==> config.mk <==
export PLATFORM = sky130hd
export DESIGN_NAME = sorted_polynomial_term_store
export DESIGN_NICKNAME = d
export VERILOG_FILES = /design/src/rtl/spts_pkg.sv /design/src/rtl/sorted_polynomial_term_store.sv /design/src/rtl/spts_mem.sv /design/src/rtl/spts_mul.sv
export VERILOG_INCLUDE_DIRS = /design/src /design/src/rtl
export SDC_FILE = /design/constraint.sdc
export NUM_CORES = 2
export LEC_CHECK = 0
export ABC_AREA = 1
export BUFFER_PORTS_ARGS = -buffer_cell sky130_fd_sc_hd__clkbuf_2
export CORE_ASPECT_RATIO = 1.4
export CORE_MARGIN = 5
export CORE_UTILIZATION = 45
export CTS_BUF_LIST = sky130_fd_sc_hd__clkbuf_4
export DETAILED_ROUTE_END_ITERATION = 8
export SLEW_MARGIN = 25
export SYNTH_ARGS = -nofsm -noshare
export SYNTH_HDL_FRONTEND = slang
export SYNTH_SLANG_ARGS = --single-unit
==> constraint.sdc <==
create_clock -name clk -period 8.8 [get_ports clk]
set_input_delay 1.76 -clock clk [delete_from_list [all_inputs] [get_ports clk]]
set_output_delay 1.76 -clock clk [all_outputs]
set_load 0.01 [all_outputs]
==> src/rtl/assert_macros.svh <==
// Assertion macros shared by the RTL.
// Both sample on clk and are disabled while rst is high.
`ifndef ASSERT_MACROS_SVH
`define ASSERT_MACROS_SVH

// Check that a property holds at every clock edge.
`define ASSERT_CLK(label, prop, msg) \
  label: assert property (@(posedge clk) disable iff (rst) (prop)) else $error(msg);

// Check that a condition is never true at a clock edge.
`define ASSERT_NEVER(label, cond, msg) \
  label: assert property (@(posedge clk) disable iff (rst) !(cond)) else $error(msg);

`endif

==> src/rtl/spts_pkg.sv <==
`timescale 1ns / 1ps

package spts_pkg;

  localparam int DATA_W        = 32;
  localparam int EXP_W         = 8;
  localparam int POS_W         = 4;
  localparam int MAX_TERMS_DEF = 16;

  // Operation codes of an item
  typedef enum logic [1:0] {
    OP_INSERT = 2'd0,
    OP_REMOVE = 2'd1,
    OP_EVAL   = 2'd2,
    OP_READ   = 2'd3
  } op_t;

  // One stored term
  typedef struct packed {
    logic [EXP_W-1:0]  e;
    logic [DATA_W-1:0] coef;
  } term_t;

endpackage

==> src/rtl/sorted_polynomial_term_store.sv <==
`timescale 1ns / 1ps

// Sparse polynomial store: up to MAX_TERMS (exponent, coefficient) terms held in
// ascending exponent order in a single-port-read term RAM, with one shared 32x32
// multiplier for evaluation. Pulse start while busy is low to hand in an item;
// busy stays high until the result, which appears on ok/value/term_exponent/
// term_count for exactly one cycle with done high. There is no way to hold the
// result off, so capture it on done. The sequencer walks the RAM one entry at a
// time: insert and remove scan terms and then move terms; evaluate works through
// each stored term bit by bit of its exponent. Inserting onto an existing exponent
// adds the coefficient and succeeds even when the table is full. Arithmetic wraps
// mod 2^32.
`include "assert_macros.svh"

module sorted_polynomial_term_store #(
  parameter int MAX_TERMS = spts_pkg::MAX_TERMS_DEF
) (
  input  logic                               clk,
  input  logic                               rst,
  input  logic                               start,
  output logic                               busy,
  input  logic [1:0]                         op,
  input  logic signed [spts_pkg::DATA_W-1:0] coefficient,
  input  logic [spts_pkg::EXP_W-1:0]         exponent,
  input  logic signed [spts_pkg::DATA_W-1:0] x_value,
  input  logic [spts_pkg::POS_W-1:0]         position,
  output logic                               done,
  output logic                               ok,
  output logic signed [spts_pkg::DATA_W-1:0] value,
  output logic [spts_pkg::EXP_W-1:0]         term_exponent,
  output logic [$clog2(MAX_TERMS+1)-1:0]     term_count
);
  import spts_pkg::*;

  localparam int AW   = (MAX_TERMS > 1) ? $clog2(MAX_TERMS) : 1;
  localparam int CW   = $clog2(MAX_TERMS + 1);
  localparam int CMPW = (CW > POS_W) ? CW : POS_W;

  typedef enum logic [15:0] {
    S_IDLE  = 16'h0001,
    S_SRD   = 16'h0002,
    S_SCMP  = 16'h0004,
    S_SHRD  = 16'h0008,
    S_SHWR  = 16'h0010,
    S_PUT   = 16'h0020,
    S_ERD   = 16'h0040,
    S_ELD   = 16'h0080,
    S_EPOW  = 16'h0100,
    S_EMWB  = 16'h0200,
    S_ESQ   = 16'h0400,
    S_ESWB  = 16'h0800,
    S_ECOEF = 16'h1000,
    S_ESUM  = 16'h2000,
    S_RRD   = 16'h4000,
    S_RDATA = 16'h8000
  } state_t;

  state_t              state;
  op_t                 op_r;
  logic [DATA_W-1:0]   coef_in;
  logic [DATA_W-1:0]   x_in;
  logic [EXP_W-1:0]    e_in;
  logic [POS_W-1:0]    pos_in;
  logic [CW-1:0]       count;
  logic [CW-1:0]       idx;
  logic [CW-1:0]       k;
  logic [CW-1:0]       k_dec;
  logic [CW-1:0]       k_inc;
  logic [DATA_W-1:0]   acc;
  logic [DATA_W-1:0]   base;
  logic [DATA_W-1:0]   cterm;
  logic [DATA_W-1:0]   sum;
  logic [EXP_W-1:0]    ebits;
  logic                full;
  logic                is_ins;

  logic                mem_we;
  logic [AW-1:0]       mem_waddr;
  logic [AW-1:0]       mem_raddr;
  term_t               mem_wdata;
  term_t               mem_rdata;
  logic [DATA_W-1:0]   mul_a;
  logic [DATA_W-1:0]   mul_b;
  logic [DATA_W-1:0]   prod;
  logic [CMPW-1:0]     pos_ext;
  logic [CMPW-1:0]     cnt_ext;
  logic [CMPW-1:0]     rd_sel;

  spts_mem #(.DEPTH(MAX_TERMS)) u_mem (
    .clk   (clk),
    .we    (mem_we),
    .waddr (mem_waddr),
    .wdata (mem_wdata),
    .raddr (mem_raddr),
    .rdata (mem_rdata)
  );

  spts_mul u_mul (
    .clk (clk),
    .a   (mul_a),
    .b   (mul_b),
    .p   (prod)
  );

  assign busy       = (state != S_IDLE);
  assign term_count = count;
  assign full       = (count == CW'(MAX_TERMS));
  assign is_ins     = (op_r == OP_INSERT);
  assign k_dec      = k - 1'b1;
  assign k_inc      = k + 1'b1;

  // Clamp the read position to the last stored term
  assign pos_ext = CMPW'(pos_in);
  assign cnt_ext = CMPW'(count);
  assign rd_sel  = (pos_ext >= cnt_ext) ? (cnt_ext - 1'b1) : pos_ext;

  // Steer the RAM ports and the shared multiplier
  always_comb begin
    mem_we    = 1'b0;
    mem_waddr = idx[AW-1:0];
    mem_wdata = '{e: e_in, coef: coef_in};
    mem_raddr = idx[AW-1:0];
    mul_a     = acc;
    mul_b     = base;
    case (state)
      S_SCMP: begin
        if (is_ins && mem_rdata.e == e_in) begin
          mem_we    = 1'b1;
          mem_wdata = '{e: e_in, coef: mem_rdata.coef + coef_in};
        end
      end
      S_SHRD: begin
        mem_raddr = is_ins ? k_dec[AW-1:0] : k_inc[AW-1:0];
      end
      S_SHWR: begin
        mem_we    = 1'b1;
        mem_waddr = k[AW-1:0];
        mem_wdata = mem_rdata;
      end
      S_PUT: begin
        mem_we = 1'b1;
      end
      S_RRD: begin
        mem_raddr = rd_sel[AW-1:0];
      end
      S_ESQ: begin
        mul_a = base;
      end
      S_ECOEF: begin
        mul_a = cterm;
        mul_b = acc;
      end
      default: begin
      end
    endcase
  end

  // Sequence one item through search, shift, power, sum and read steps
  always_ff @(posedge clk) begin
    if (rst) begin
      state <= S_IDLE;
      count <= '0;
      done  <= 1'b0;
    end else begin
      done <= 1'b0;
      case (state)
        S_IDLE: begin
          if (start) begin
            op_r    <= op_t'(op);
            coef_in <= coefficient;
            x_in    <= x_value;
            e_in    <= exponent;
            pos_in  <= position;
            idx     <= '0;
            sum     <= '0;
            case (op_t'(op))
              OP_INSERT, OP_REMOVE: state <= S_SRD;
              OP_EVAL:              state <= S_ERD;
              default:              state <= S_RRD;
            endcase
          end
        end
        S_SRD: begin
          if (idx == count) begin
            if (is_ins && !full) begin
              k     <= count;
              state <= S_SHRD;
            end else begin
              state         <= S_IDLE;
              done          <= 1'b1;
              ok            <= 1'b0;
              value         <= '0;
              term_exponent <= '0;
            end
          end else begin
            state <= S_SCMP;
          end
        end
        S_SCMP: begin
          if (mem_rdata.e < e_in) begin
            idx   <= idx + 1'b1;
            state <= S_SRD;
          end else if (mem_rdata.e == e_in) begin
            if (is_ins) begin
              // coefficient merged by the write port this cycle
              state         <= S_IDLE;
              done          <= 1'b1;
              ok            <= 1'b1;
              value         <= '0;
              term_exponent <= '0;
            end else begin
              k     <= idx;
              state <= S_SHRD;
            end
          end else if (is_ins && !full) begin
            k     <= count;
            state <= S_SHRD;
          end else begin
            state         <= S_IDLE;
            done          <= 1'b1;
            ok            <= 1'b0;
            value         <= '0;
            term_exponent <= '0;
          end
        end
        S_SHRD: begin
          if (is_ins) begin
            state <= (k == idx) ? S_PUT : S_SHWR;
          end else if (k_inc == count) begin
            count         <= count - 1'b1;
            state         <= S_IDLE;
            done          <= 1'b1;
            ok            <= 1'b1;
            value         <= '0;
            term_exponent <= '0;
          end else begin
            state <= S_SHWR;
          end
        end
        S_SHWR: begin
          k     <= is_ins ? k_dec : k_inc;
          state <= S_SHRD;
        end
        S_PUT: begin
          count         <= count + 1'b1;
          state         <= S_IDLE;
          done          <= 1'b1;
          ok            <= 1'b1;
          value         <= '0;
          term_exponent <= '0;
        end
        S_ERD: begin
          if (idx == count) begin
            state         <= S_IDLE;
            done          <= 1'b1;
            ok            <= (count != '0);
            value         <= sum;
            term_exponent <= '0;
          end else begin
            state <= S_ELD;
          end
        end
        S_ELD: begin
          acc   <= DATA_W'(1);
          base  <= x_in;
          ebits <= mem_rdata.e;
          cterm <= mem_rdata.coef;
          state <= S_EPOW;
        end
        S_EPOW: begin
          if (ebits == '0) begin
            state <= S_ECOEF;
          end else if (ebits[0]) begin
            state <= S_EMWB;
          end else begin
            state <= S_ESQ;
          end
        end
        S_EMWB: begin
          acc   <= prod;
          state <= S_ESQ;
        end
        S_ESQ: begin
          state <= S_ESWB;
        end
        S_ESWB: begin
          base  <= prod;
          ebits <= ebits >> 1;
          state <= S_EPOW;
        end
        S_ECOEF: begin
          state <= S_ESUM;
        end
        S_ESUM: begin
          sum   <= sum + prod;
          idx   <= idx + 1'b1;
          state <= S_ERD;
        end
        S_RRD: begin
          if (count == '0) begin
            state         <= S_IDLE;
            done          <= 1'b1;
            ok            <= 1'b0;
            value         <= '0;
            term_exponent <= '0;
          end else begin
            state <= S_RDATA;
          end
        end
        S_RDATA: begin
          state         <= S_IDLE;
          done          <= 1'b1;
          ok            <= 1'b1;
          value         <= mem_rdata.coef;
          term_exponent <= mem_rdata.e;
        end
        default: begin
          state <= S_IDLE;
        end
      endcase
    end
  end

  `ASSERT_CLK(a_done_idle, done |-> !busy, "result shown while still busy")
  `ASSERT_CLK(a_accept_busy, (start && !busy) |=> busy, "accepted item did not start")
  `ASSERT_CLK(a_done_after_work, done |-> $past(busy), "result without an item in work")
  `ASSERT_CLK(a_count_on_done, (term_count != $past(term_count)) |-> done, "count moved mid item")
  `ASSERT_NEVER(a_count_bound, term_count > CW'(MAX_TERMS), "term count above capacity")

endmodule

==> src/rtl/spts_mem.sv <==
`timescale 1ns / 1ps

module spts_mem #(
  parameter int DEPTH = spts_pkg::MAX_TERMS_DEF,
  localparam int AW = (DEPTH > 1) ? $clog2(DEPTH) : 1
) (
  input  logic            clk,
  input  logic            we,
  input  logic [AW-1:0]   waddr,
  input  spts_pkg::term_t wdata,
  input  logic [AW-1:0]   raddr,
  output spts_pkg::term_t rdata
);
  import spts_pkg::*;

  term_t mem [DEPTH];

  // Write one term
  always_ff @(posedge clk) begin
    if (we) begin
      mem[waddr] <= wdata;
    end
  end

  // Register the read data
  always_ff @(posedge clk) begin
    rdata <= mem[raddr];
  end

endmodule

==> src/rtl/spts_mul.sv <==
`timescale 1ns / 1ps

module spts_mul (
  input  logic                        clk,
  input  logic [spts_pkg::DATA_W-1:0] a,
  input  logic [spts_pkg::DATA_W-1:0] b,
  output logic [spts_pkg::DATA_W-1:0] p
);
  import spts_pkg::*;

  // Keep the low word of the product, registered
  always_ff @(posedge clk) begin
    p <= a * b;
  end

endmodule

==> reports/metrics.cfg <==
[synthesis]
yosysSeqAreaShare_pct=49.2
synth_cell_types=62
yosys_warnings=0
synth-main-ff-cell=edfxtp_1
avgSynthCellArea_um2=10.3
yosys.area_share.adder_pct=18.2
synth_area_mm2=0.0591
synthSimpleGateAreaFrac_pct=14.0
synth_top_area_share_pct=46.0
synth_xor_area_share_pct=1.01
async_flop_share_pct=0
syn_nets=6410
synth_compound_area_share_pct=11.0
synth_seq_cells=999
synth_top_family_by_area=adder cells
synth_edf_count=905
yosysTopAreaCell=edfxtp_1
netlist_top_cells_area=edfxtp_1 (46%), fa_1 (14%), nand2_1 (5.2%)
syn_inst=5717
muxShareOfSynthArea_pct=0

[sta]
max_freq_ghz=0.119
finClkSkew_ns=0.0881
fin_ws_ns=0.395
worst_pin_slew_ns=1.03
layout_worst_path_cycle_share_pct=95.5
fin_crit_ns=8.40
finalSetupViolCount=0
grt_setup_unrepaired=false
slew_headroom_pct=31.2
finalHoldViolations=0
maxSlewViolCount=0
tns_ns=0

[setup_path]
start_kind=flip-flop
critPathKind=flip-flop to flip-flop
required_ns=9.92
cp_num_buf_inv=7
cp.arrival_ns=9.53
critPathCaptureType=flip-flop
r2r_slack_ns=0.40
critical-path-max-stage-delay_ns=0.60
cp_top_family=adder cells
cpMaxStageDelayCell=ha_1
crit_fanout=17
crit_top_cell=fa_1

[floorplanning]
dieHeight_um=439
die_w_um=316
io_pins=129
start_util_pct=45.2
core_area_mm2=0.131
rows=157
fp.dieArea_mm2=0.139

[global_route]
grt-ovfl-total=0
first_global_vias=45500
grt_pass1_wl_um=286000
grt_max_degree=168
antenna_found_initial=6
grt_usage_pct=28.1

[detailed_routing]
wire_per_inst_um=24.6
routed_wl_um=196000
detail_route.first_pass.iterations=6
remaining_drc_errors=0
antenna_left=0
drt_iter0_drc=3338
num_vias=44400
via_per_inst=5.58

[placement]
placed_cells=7481
dp_hpwl_um=138000
place_ws_ns=0.266
routabilityCongestion=0.970
port_buffers=128
placed_cell_area_mm2=0.0621

[power_and_ir_drop]
power_density_mw_per_mm2=179
ir_worst_vdd_mv=0.124
p_leak_uw=0.0268

[finish]
layout-drive-gt1-share_pct=14.4
fin_area_mm2=0.0655
nets=6714
areaGrowthSynthToFinish_pct=11.0
fill_cells=12100
layout.cells.non_filler=7963
final_util_pct=50.2

[status]
status=complete, no violations

[cts]
numCtsBuffers=274
clock_latency_ns=1.20
clk_pin_slew_ns=0.07
cts_tree=yes
clock-sinks=999
root_buffer=clkbuf_4
htreeDepth=5
clk_path_buf_depth=4

[min_path]
hp-class=flip-flop to flip-flop

[job]
cap_violations=0

-- kinds of logic (layout without fill, tap and decap cells) --
| family | after synthesis | in the layout |
|---|---|---|
| DFF | 999 | 999 |
| AOI/OAI and AO/OA | 1054 | 1054 |
| buffers and inverters | 1005 | 1493 |
| other | 0 | 9 |
| xor gates and xnor gates | 68 | 68 |
| and+or+nand+nor | 1979 | 1979 |
| adders and majority gates | 612 | 612 |
-- routing by layer --
layer  routed length (um)  GRT usage [%]  share of wire, %  vias to the layer above
met1                68100           30.3                35                    22000
met5                   27              0             0.014                        -
li1                     -              -                 -                    20100
met2               100000           49.8                51                     1713
met3                11300           5.06               5.8                      592
met4                15900           19.1               8.1                        4
-- path summary, 6_finish.rpt --
path                                from             endpoint  cells after the start
hold reg to reg   u_mem.rdata[3]$_DFF_P_   cterm[3]$_DFFE_PP_                      0
setup reg to reg   state[4]$_SDFFE_PP0N_  u_mul.p[24]$_DFF_P_                     31
setup / recovery   state[4]$_SDFFE_PP0N_  u_mul.p[24]$_DFF_P_                     31
hold / removal    u_mem.rdata[3]$_DFF_P_   cterm[3]$_DFFE_PP_                      0
-- cell usage after synthesis (all sizes together) (2+ instances only) --
cell type,count
inv,750
o211ai,283
o21bai,13
nor3,26
a2111oi,4
fa,410
clkbuf,190
xnor2,20
o21ai,438
nand3b,7
o21a,16
nor2,745
buf,58
a31oi,7
o22ai,82
or2,95
edfxtp,905
nand2,841
nor4,13
o221ai,12
clkinv,7
xor2,48
a221oi,10
nand4,25
a21boi,5
a21o,8
a221o,2
nor3b,4
ha,202
a21oi,161
nand3,221
a211oi,4
o2111ai,4
dfxtp,94
-- registers in the layout (all words and copies together), names as in the netlist, 32 cells and up --
name / flops
acc: 32
coef_in: 32
cterm: 32
base: 32
u_mem.mem: 640
u_mul.p: 32
value: 32
u_mem.rdata: 40
x_in: 32
sum: 32
-- per-stage QoR --
stage | hold WS (ns) | power [uW]
detailed placement | 0.462 | 7760
global placement | 0.450 | 7730
CTS | 0.477 | 11900
global route | 0.491 | 12400
finish | 0.482 | 11700
floorplan | 0.434 | 6970
-- worst register-to-register path: cells and delay by family, from the launching register on --
| kind | cells | cell delay (ns) |
|---|---|---|
| adders and majority gates | 9 | 4.01 |
| and+or+nand+nor | 11 | 1.95 |
| buffers and inverters | 7 | 1.04 |
| AOI/OAI and AO/OA | 3 | 0.81 |
| DFF | 1 | 0.32 |
| xor gates and xnor gates | 1 | 0.20 |
-- layout make-up --
type                       count  area, um2  area share [%]
timing repair buffer         276       1770            2.70
antenna                        9       22.5          0.0344
multi-input combinational   3713      26400            40.2
sequential                   999      29100            44.3
inverter                     757       2860            4.36
tap                         1749       2190            3.34
clock buffer                 404       3030            4.63
clock inverter                56        246           0.376
-- cell usage in the layout, fill, tap and decap left out, drive strengths merged, types with 8 or more instances in the layout --
cell type	Yosys	layout
a21oi	161	161
inv	750	751
or2	95	95
a21o	8	8
o21bai	13	13
fa	410	410
o211ai	283	283
xnor2	20	20
ha	202	202
clkinv	7	60
nand3	221	221
o221ai	12	12
o21ai	438	438
buf	58	141
dfxtp	94	94
o22ai	82	82
xor2	48	48
nand4	25	25
clkbuf	190	539
o21a	16	16
nor2	745	745
nand2	841	841
edfxtp	905	905
nor3	26	26
a221oi	10	10
nor4	13	13
diode	0	9
-- what timing repair did --
item | 4_1_cts | 5_1_grt
hold buffers | 0 | 0
endpoints found under the setup margin | 0 | 4
gates resized for setup | 0 | 1
buffers inserted | 0 | 4
-- power by group --
group | internal, uW | switching, uW
sequential | 5380 | 262
combinational | 651 | 1400
clock | 2120 | 1940
total | 8150 | 3600
No activity file was read; power rests on OpenSTA's default activity.
